`src/sida_pkg.sv`:
```
// Shared constants, types and sizing function for the decimal text block.
package sida_pkg;

    localparam int VALUE_WIDTH = 32;

    function automatic int dec_digits(input int bits);
        logic [67:0] lim;
        logic [67:0] p;
        int          n;
        lim = 68'd1 << (bits - 1);
        p   = 68'd1;
        n   = 0;
        for (int i = 0; i < 24; i++)
        begin
            if (p <= lim)
            begin
                p = p * 68'd10;
                n = n + 1;
            end
        end
        return n;
    endfunction

    localparam int DIGITS  = dec_digits(VALUE_WIDTH);
    localparam int DIGIT_W = 4;
    localparam int BCD_W   = DIGITS * DIGIT_W;
    localparam int CNT_W   = $clog2(VALUE_WIDTH + 1);
    localparam int IDX_W   = $clog2(DIGITS);
    localparam int CODE_W  = 6;

    localparam logic [CODE_W-1:0] MINUS_CODE = 6'd45;
    localparam logic [CODE_W-1:0] ZERO_CODE  = 6'd48;

    typedef struct packed {
        logic             done;
        logic             neg;
        logic [BCD_W-1:0] bcd;
    } bcd_res_t;

endpackage

```
`src/sida_bcd.sv`:
```
// Binary to BCD converter: one shift-and-adjust step per cycle.
module sida_bcd (
    input  logic                               clk,
    input  logic                               rst_n,
    input  logic                               go,
    input  logic [sida_pkg::VALUE_WIDTH-1:0]   value,
    output sida_pkg::bcd_res_t                 res
);

    logic [sida_pkg::VALUE_WIDTH-1:0] bin_reg;
    logic [sida_pkg::BCD_W-1:0]       bcd_reg;
    logic [sida_pkg::CNT_W-1:0]       cnt_reg;
    logic                             active_reg;
    logic                             done_reg;
    logic                             neg_reg;

    logic [sida_pkg::VALUE_WIDTH-1:0] mag;
    logic [sida_pkg::BCD_W-1:0]       adj;
    logic [sida_pkg::BCD_W-1:0]       bcd_next;
    logic [sida_pkg::VALUE_WIDTH-1:0] bin_next;

    // most negative value wraps to 2^(W-1), which is its true magnitude
    assign mag = value[sida_pkg::VALUE_WIDTH-1] ? (~value + 1'b1) : value;

    always_comb
    begin
        for (int i = 0; i < sida_pkg::DIGITS; i++)
        begin
            if (bcd_reg[i*sida_pkg::DIGIT_W +: sida_pkg::DIGIT_W] >= 4'd5)
            begin
                adj[i*sida_pkg::DIGIT_W +: sida_pkg::DIGIT_W] =
                    bcd_reg[i*sida_pkg::DIGIT_W +: sida_pkg::DIGIT_W] + 4'd3;
            end
            else
            begin
                adj[i*sida_pkg::DIGIT_W +: sida_pkg::DIGIT_W] =
                    bcd_reg[i*sida_pkg::DIGIT_W +: sida_pkg::DIGIT_W];
            end
        end
    end

    assign bcd_next = {adj[sida_pkg::BCD_W-2:0], bin_reg[sida_pkg::VALUE_WIDTH-1]};
    assign bin_next = {bin_reg[sida_pkg::VALUE_WIDTH-2:0], 1'b0};

    always_ff @(posedge clk or negedge rst_n)
    begin
        if (!rst_n)
        begin
            bin_reg    <= '0;
            bcd_reg    <= '0;
            cnt_reg    <= '0;
            active_reg <= 1'b0;
            done_reg   <= 1'b0;
            neg_reg    <= 1'b0;
        end
        else
        begin
            done_reg <= 1'b0;
            if (go && !active_reg)
            begin
                bin_reg    <= mag;
                bcd_reg    <= '0;
                cnt_reg    <= sida_pkg::CNT_W'(sida_pkg::VALUE_WIDTH);
                neg_reg    <= value[sida_pkg::VALUE_WIDTH-1];
                active_reg <= 1'b1;
            end
            else if (active_reg)
            begin
                bin_reg <= bin_next;
                bcd_reg <= bcd_next;
                cnt_reg <= cnt_reg - 1'b1;
                if (cnt_reg == sida_pkg::CNT_W'(1))
                begin
                    active_reg <= 1'b0;
                    done_reg   <= 1'b1;
                end
            end
        end
    end

    always_comb
    begin
        res.done = done_reg;
        res.neg  = neg_reg;
        res.bcd  = bcd_reg;
    end

endmodule

```
`src/sida_emit.sv`:
```
// Character emitter: sign, then digits from the most significant nonzero one.
module sida_emit (
    input  logic                          clk,
    input  logic                          rst_n,
    input  logic                          go,
    input  sida_pkg::bcd_res_t            res,
    output logic                          done,
    output logic                          strobe,
    output logic [sida_pkg::CODE_W-1:0]   char_code,
    output logic                          last
);

    typedef enum logic [1:0] {
        E_IDLE,
        E_SIGN,
        E_DIGIT
    } emit_state_t;

    emit_state_t                  state_reg;
    logic [sida_pkg::BCD_W-1:0]   bcd_reg;
    logic [sida_pkg::IDX_W-1:0]   idx_reg;
    logic                         strobe_reg;
    logic [sida_pkg::CODE_W-1:0]  char_reg;
    logic                         last_reg;

    logic [sida_pkg::IDX_W-1:0]   msd;
    logic [sida_pkg::DIGIT_W-1:0] digit;

    // highest nonzero digit, or the units digit for zero
    always_comb
    begin
        msd = '0;
        for (int i = 0; i < sida_pkg::DIGITS; i++)
        begin
            if (res.bcd[i*sida_pkg::DIGIT_W +: sida_pkg::DIGIT_W] != '0)
            begin
                msd = sida_pkg::IDX_W'(i);
            end
        end
    end

    assign digit = bcd_reg[{idx_reg, 2'b00} +: sida_pkg::DIGIT_W];
    assign done  = (state_reg == E_DIGIT) && (idx_reg == '0);

    always_ff @(posedge clk or negedge rst_n)
    begin
        if (!rst_n)
        begin
            state_reg  <= E_IDLE;
            bcd_reg    <= '0;
            idx_reg    <= '0;
            strobe_reg <= 1'b0;
            char_reg   <= '0;
            last_reg   <= 1'b0;
        end
        else
        begin
            case (state_reg)
                E_IDLE:
                begin
                    strobe_reg <= 1'b0;
                    last_reg   <= 1'b0;
                    if (go)
                    begin
                        bcd_reg   <= res.bcd;
                        idx_reg   <= msd;
                        state_reg <= res.neg ? E_SIGN : E_DIGIT;
                    end
                end
                E_SIGN:
                begin
                    strobe_reg <= 1'b1;
                    char_reg   <= sida_pkg::MINUS_CODE;
                    last_reg   <= 1'b0;
                    state_reg  <= E_DIGIT;
                end
                E_DIGIT:
                begin
                    strobe_reg <= 1'b1;
                    char_reg   <= sida_pkg::ZERO_CODE + {2'b00, digit};
                    last_reg   <= (idx_reg == '0);
                    if (idx_reg == '0)
                    begin
                        state_reg <= E_IDLE;
                    end
                    else
                    begin
                        idx_reg <= idx_reg - 1'b1;
                    end
                end
                default:
                begin
                    state_reg  <= E_IDLE;
                    strobe_reg <= 1'b0;
                    last_reg   <= 1'b0;
                end
            endcase
        end
    end

    assign strobe    = strobe_reg;
    assign char_code = char_reg;
    assign last      = last_reg;

endmodule

```
`src/signed_int_to_decimal_ascii.sv`:
```
// Top level: signed integer to decimal ASCII text, one character per strobe.
// Conversion runs one double-dabble step per cycle, VALUE_WIDTH steps (32 here).
// The first character is registered by the emitter once conversion is done and the emitter has taken the result.
// busy stays high while a number is converted and emitted, and falls as the last character is shown.
// Characters come one per cycle and cannot be stalled by the receiver.
// Asynchronous active-low reset returns to idle with the strobe low.
module signed_int_to_decimal_ascii (
    input  logic                               clk,
    input  logic                               rst_n,
    input  logic                               start,
    output logic                               busy,
    input  logic [sida_pkg::VALUE_WIDTH-1:0]   value,
    output logic                               strobe,
    output logic [sida_pkg::CODE_W-1:0]        char_code,
    output logic                               last
);

    typedef enum logic [1:0] {
        ST_IDLE,
        ST_CONV,
        ST_EMIT
    } state_t;

    state_t             state_reg;
    sida_pkg::bcd_res_t conv_res;
    logic               go_conv;
    logic               go_emit;
    logic               emit_done;

    assign busy    = (state_reg != ST_IDLE);
    assign go_conv = start && !busy;
    assign go_emit = (state_reg == ST_CONV) && conv_res.done;

    sida_bcd u_bcd (
        .clk   (clk),
        .rst_n (rst_n),
        .go    (go_conv),
        .value (value),
        .res   (conv_res)
    );

    sida_emit u_emit (
        .clk       (clk),
        .rst_n     (rst_n),
        .go        (go_emit),
        .res       (conv_res),
        .done      (emit_done),
        .strobe    (strobe),
        .char_code (char_code),
        .last      (last)
    );

    always_ff @(posedge clk or negedge rst_n)
    begin
        if (!rst_n)
        begin
            state_reg <= ST_IDLE;
        end
        else
        begin
            case (state_reg)
                ST_IDLE:
                begin
                    if (go_conv)
                    begin
                        state_reg <= ST_CONV;
                    end
                end
                ST_CONV:
                begin
                    if (conv_res.done)
                    begin
                        state_reg <= ST_EMIT;
                    end
                end
                ST_EMIT:
                begin
                    if (emit_done)
                    begin
                        state_reg <= ST_IDLE;
                    end
                end
                default:
                begin
                    state_reg <= ST_IDLE;
                end
            endcase
        end
    end

endmodule

```
`config.mk`:
```
export PLATFORM = sky130hd
export DESIGN_NAME = signed_int_to_decimal_ascii
export DESIGN_NICKNAME = d
export VERILOG_FILES = /design/src/sida_pkg.sv /design/src/sida_bcd.sv /design/src/sida_emit.sv /design/src/signed_int_to_decimal_ascii.sv
export SDC_FILE = /design/constraint.sdc
export NUM_CORES = 1
export LEC_CHECK = 0
export ABC_AREA = 1
export BUFFER_PORTS_ARGS = -buffer_cell sky130_fd_sc_hd__buf_2
export CORE_ASPECT_RATIO = 1.75
export CORE_UTILIZATION = 39
export DETAILED_ROUTE_END_ITERATION = 6
export PLACE_DENSITY = 0.62
export SETUP_SLACK_MARGIN = 0.5
export SYNTH_ARGS = -nofsm -noshare
export SYNTH_HDL_FRONTEND = slang
export SYNTH_SLANG_ARGS = --single-unit
```
`constraint.sdc`:
```
create_clock -name clk -period 1.8 [get_ports clk]
set_input_delay 0.36 -clock clk [delete_from_list [all_inputs] [get_ports clk]]
set_output_delay 0.36 -clock clk [all_outputs]
set_load 0.05 [all_outputs]
```
# Word level (Yosys, flattened, before mapping)
# Cells that the tools add are included.
# W data, S select, Z words.
[word_totals] register_bits=137 elab_cells=123 input_bits=35
[op_classes] muxes=46 addsub=14 n_eq_ne=11 n_reduce_logical=27 bitwise_logic=1 magnitude_cmp=10 n_shift=1
[op_table] op="$mux W32" count=3
[op_table] op="$mux W40" count=2
[op_table] op="$mux W4" count=19
[op_table] op="$ge A4 B3 Y1 const B" count=10
[op_table] op="$shiftx A40 B7 Y4" count=1
[op_table] op="$add A4 B2 Y4 const B" count=9
[op_table] op="$reduce_bool A4 Y1" count=9
[op_table] op="$add A32 B1 Y32 const B" count=1
[op_table] op="$not A32 Y32" count=1
[op_table] op="$mux W2" count=6
[op_table] op="$mux W6" count=2
[op_table] op="$pmux W2 S3" count=2
[op_table] op="$pmux W6 S2" count=1
[op_table] op="$mux W1" count=9
[op_table] op="$ne A2 B2 Y1 const B" count=4
[op_table] op="$pmux W4 S2" count=1
[op_table] op="$reduce_bool A2 Y1" count=4
[op_table] op="$add A5 B5 Y6 const A" count=1
[op_table] op="$eq A6 B1 Y1 const B" count=1
[op_table] op="$reduce_and A3 Y1" count=2
[op_table] op="$sub A6 B1 Y6 const B" count=1
[op_table] op="$eq A2 B1 Y1 const B" count=2
[op_table] op="$eq A2 B2 Y1 const B" count=2
[op_table] op="$logic_and A1 B1 Y1" count=4
[op_table] op="9 further kinds" count=13

# Longest topological paths before layout
[depth] ltp_word=12 mapped_depth=14 ltp_nobuf=14

# Cells and area by module
# From an unflattened synthesis, not the netlist that was laid out.
[unflattened] cells_unflattened=983 hier_area_um2=7856.3
[by_module_without_submodules] mod="sida_bcd" cells_per_inst=644 area_per_inst_um2=4977.3 seq_area_each_um2=2026.9 instances=1
[by_module_without_submodules] mod="sida_emit" cells_per_inst=323 area_per_inst_um2=2770.2 seq_area_each_um2=1351.3 instances=1
[by_module_without_submodules] mod="signed_int_to_decimal_ascii" cells_per_inst=16 area_per_inst_um2=108.9 seq_area_each_um2=50.0 instances=1

# Worst setup path before layout
# No wires, ideal clock.
[synth_path] kind="register to register" start="reg u_emit.idx_reg[0] (netlist name)" end="reg u_emit.idx_reg[0] (netlist name)" setup_time_ps=117 stages_incl_launch_ff=12 setup_slack_ps=229 path_buffers=2 arrival_time_ps=1454 path_cell_list="dfrtp_1 -> buf_2 -> inv_2 -> buf_4 -> ha_1 -> nand2_1 -> nor3_2 -> inv_2 -> o211ai_2 -> a21oi_1 -> nand2_1 -> nand2_1"
[synth_via] elab_chain_cells=3 elab_cells_between_ends=6
[synth_rtl] item="start, declared" line_no="sida_emit.sv:21" source="logic [sida_pkg::IDX_W-1:0] idx_reg;"
[synth_rtl] item="start signal, assigned" line_no="sida_emit.sv:66" source="idx_reg <= msd;"
[synth_rtl] item="start signal, assigned" line_no="sida_emit.sv:88" source="idx_reg <= idx_reg - 1'b1;"
[synth_rtl] item="$sub A4 B1 Y4 or $logic_not A4 Y1 (tied branches)" line_no="sida_emit.sv:88, sida_emit.sv:82"
[synth_rtl] item="$mux W4 or $ne A2 B2 Y1 (tied branches)"
[synth_rtl] item="$pmux W4 S2 or $reduce_and A3 Y1 (tied branches)"
# Parallel ways exist; a longest one is shown, timed or not. The select of a mux whose other input is x is not followed.
# A chain may end at the register's enable or synchronous reset.

# Worst setup path after layout
[layout_path] start="reg u_emit.idx_reg[0] (netlist name)" end="reg u_emit.char_reg, in the netlist u_emit.char_code[1]"
[layout_via] elab_chain_cells=3
[layout_rtl] item="$shiftx A40 B7 Y4" line_no="sida_emit.sv:42" source="assign digit = bcd_reg[{idx_reg, 2'b00} +: sida_pkg::DIGIT_W];"
[layout_rtl] item="$add A5 B5 Y6" line_no="sida_emit.sv:80" source="char_reg <= sida_pkg::ZERO_CODE + {2'b00, digit};"
[layout_rtl] item="$pmux W6 S2" line_no="sida_emit.sv:58" source="case (state_reg)"
[layout_rtl] item="end signal, assigned" line_no="sida_emit.sv:73" source="char_reg <= sida_pkg::MINUS_CODE;"
[layout_rtl] item="end signal, assigned" line_no="sida_emit.sv:80"
[layout_rtl] item="end, declared" line_no="sida_emit.sv:23" source="logic [sida_pkg::CODE_W-1:0] char_reg;"
# No other way between the ends.

==> flow_metrics.env <==
export IMPL_outcome="finished, final reports clean"
export IMPL_core_area_um2=19300
export IMPL_cts_made_buffers=17
export IMPL_die_height_um=188
export IMPL_grt_pass1_vias=7772
export IMPL_diodes=0
export IMPL_drt_iter0_drc=438
export IMPL_netlist_area_um2=7720
export IMPL_finClkSkew_ns=0.0135
export IMPL_syn_avg_cell_area_um2=7.78
export IMPL_fillers=1567
export IMPL_rsz0062_at_grt="yes"
export IMPL_synth_edf_count=0
export IMPL_yosysUniqueCellTypes=41
export IMPL_yosysSeqAreaShare_pct=44.4
export IMPL_yosysWarnings=0
export IMPL_max_vdd_ir_drop_uv=624
export IMPL_cts_path_max_buffers=2
export IMPL_cts_root_buf="clkbuf_16"
export IMPL_synthTopCellsByCount="nand2_1, dfrtp_1, o21ai_0"
export IMPL_clkLatencyLatePin_ns=0.43
export IMPL_placedInstanceArea_um2=8440
export IMPL_cts_tree="done"
export IMPL_ant_nets=0
export IMPL_hold_viol=0
export IMPL_gp_congestion=0.815
export IMPL_setup_violations=0
export IMPL_syn_inst=993
export IMPL_grt_max_degree=50
export IMPL_synthArstFlopShare_pct=100
export IMPL_cap_viol_max_count=0
export IMPL_port_buffer_count=43
export IMPL_grt_pass1_wl_mm=37.6
export IMPL_clock_sinks=137
export IMPL_crit_type="reg2reg"
export IMPL_syn2layout_area_growth_pct=54.3
export IMPL_leakage_nw=5.64
export IMPL_critPathCaptureType="flip-flop"
export IMPL_syn_nets=1055
export IMPL_ioPinCount=44
export IMPL_min_period_ns=1.65
export IMPL_wl_mm=27.1
export IMPL_power_density_nw_per_um2=583
export IMPL_grt_overflow=0
export IMPL_grt_use_total_pct=24.3
export IMPL_start_kind="flip-flop"
export IMPL_vias=7853
export IMPL_required_ns=2.12
export IMPL_crit_fanout=6
export IMPL_hp_start="value[20]"
export IMPL_cp_cell_sequence="clkinv_4 > buf_6 > nand2_1 > nand2_1 > nand2_1 > o211ai_1 > o211ai_1 > o21ai_1 > nand2_1 > nand2_1"
export IMPL_worst_endpoint_arrival_ns=1.97
export IMPL_yosysMostFrequentCell="nand2_1"
export IMPL_min_period_over_period_pct=91.5
export IMPL_design_area_um2=11900
export IMPL_drt_pre_antenna_iters=6
export IMPL_layout_drive_gt1_share_pct=44.2
export IMPL_viasPerCell=5.54
export IMPL_dp_hpwl_mm=13.9
export IMPL_start_util_pct=40.1
export IMPL_fmax_mhz=607
export IMPL_tns_ns=0
export IMPL_fp_dieArea_um2=20400
export IMPL_remaining_drc_errors=0
export IMPL_slowest_delay_ns=0.49
export IMPL_clkTransAtPathRegs_ns=0.06
export IMPL_die_width_um=108
export IMPL_yosys_area_top_type="dfrtp_1"
export IMPL_r2r_start="u_emit.idx_reg[0]"
export IMPL_slew_viol_final=0
export IMPL_netlist_top_cells_area="dfrtp_1, nand2_1, o21ai_0"
export IMPL_antenna_found_initial=0
export IMPL_row_count=67
export IMPL_wl_per_cell_um=19.1
export IMPL_worst_pin_slew_ns=0.629
export IMPL_ys_ff_latch=137
export IMPL_yosysTopAreaCellShare_pct=44.4
export IMPL_cts_max_level=4
export IMPL_fin_nets=1226
export IMPL_slowest_stage="dfrtp_2"
export IMPL_yosys_most_used_dff="dfrtp_1"
export IMPL_cpMostUsedCell="nand2_1"
export IMPL_holdCritPathClass="in2reg"
export IMPL_critPathLaunch="u_emit.idx_reg[0]"
export IMPL_slew_headroom_pct=57.8
## metrics by stage
step           setup WS, ns  power (mW)  util (%)  hold WS, ns  instances
2_1_floorplan         0.319        3.27         -       0.0644        993
3_3_place_gp         0.0632        3.45      43.8        0.340       1271
3_5_place_dp         0.0532        3.45      43.8        0.343       1271
4_1_cts               0.253        6.96      55.5        0.202       1374
5_1_grt               0.147        7.16      61.8        0.220       1418
6_report              0.153        6.95      61.8        0.217       1418
## critical path: cells and delay by family, from the launching register on
kind / cells / cell delay, ns
AOI/OAI and AO/OA: 3 / 0.45
buffers and inverters: 2 / 0.27
and+or+nand+nor: 5 / 0.33
DFF: 1 / 0.49
## cell families (layout without fill, tap and decap cells)
logic type / count (synthesis) / count (layout) / synth area share, %
AOI/OAI and AO/OA: 234 / 234 / 17.3
xor gates and xnor gates: 15 / 15 / 1.70
muxes: 1 / 1 / 0.130
and+or+nand+nor: 421 / 421 / 23.7
adders and majority gates: 27 / 27 / 4.37
buffers and inverters: 158 / 342 / 8.36
DFF: 137 / 137 / 44.4
## per-layer routing
layer  up-vias  global-route usage, %  part of all wire (%)  wire length [um]
li1       3631                      -                     -                 -
met1      3776                   23.4                    33              8950
met2       305                   46.5                    55             15000
met3       141                   4.10                   4.2              1140
met4         0                   14.2                   7.4              2000
met5         -                      0                     0                 0
## power by group
group,internal [mW],switching (mW)
clock,2.07,1.46
sequential,3.08,0
combinational,0.102,0.231
## cells in the final DEF, fill, tap and decap left out, types with 22 or more instances in the layout
master	count
nand2_1	179
dfrtp_1	134
inv_1	77
nor2_1	68
o21ai_2	67
buf_4	64
buf_6	41
inv_2	39
nand3_1	39
o21ai_1	39
nand2_2	38
o21ai_0	35
buf_2	33
nand2_4	28
clkbuf_16	22
## final cells by class
class / instances / area (um^2) / area share (%)
clock buffer: 17 / 425 / 3.57
clock inverter: 15 / 166 / 1.40
inverter: 123 / 519 / 4.36
multi-input combinational: 698 / 4920 / 41.3
sequential: 137 / 3430 / 28.8
tap: 241 / 302 / 2.53
timing repair buffer: 184 / 2110 / 17.7
timing repair inverter: 3 / 33.8 / 0.284
## worst paths after layout
| check | endpoint | slack [ns] | depth (start not counted) |
|---|---|---|---|
| max reg2reg | u_emit.char_code[1] | 0.15 | 10 |
| max | u_emit.char_code[1] | 0.15 | 10 |
| min | u_bcd.bin_reg[20] | 0.22 | 3 |
| min in group asynchronous | u_bcd.bin_reg[0] | 0.46 | 2 |
| max in group asynchronous | u_emit.idx_reg[0] | 0.74 | 3 |
| min reg2reg | u_bcd.bin_reg[16] | 0.49 | 2 |
## timing repair
| action | CTS | global route |
|---|---|---|
| resized for setup | 273 | 228 |
| endpoints found under the setup margin | 140 | 141 |
| cloned | 17 | 8 |
| setup buffers | 53 | 36 |
| endpoints found under the hold margin | 43 | 0 |
| hold buffers | 1 | 0 |
| pin swaps | 43 | 43 |
(Power assumes the default switching activity.)
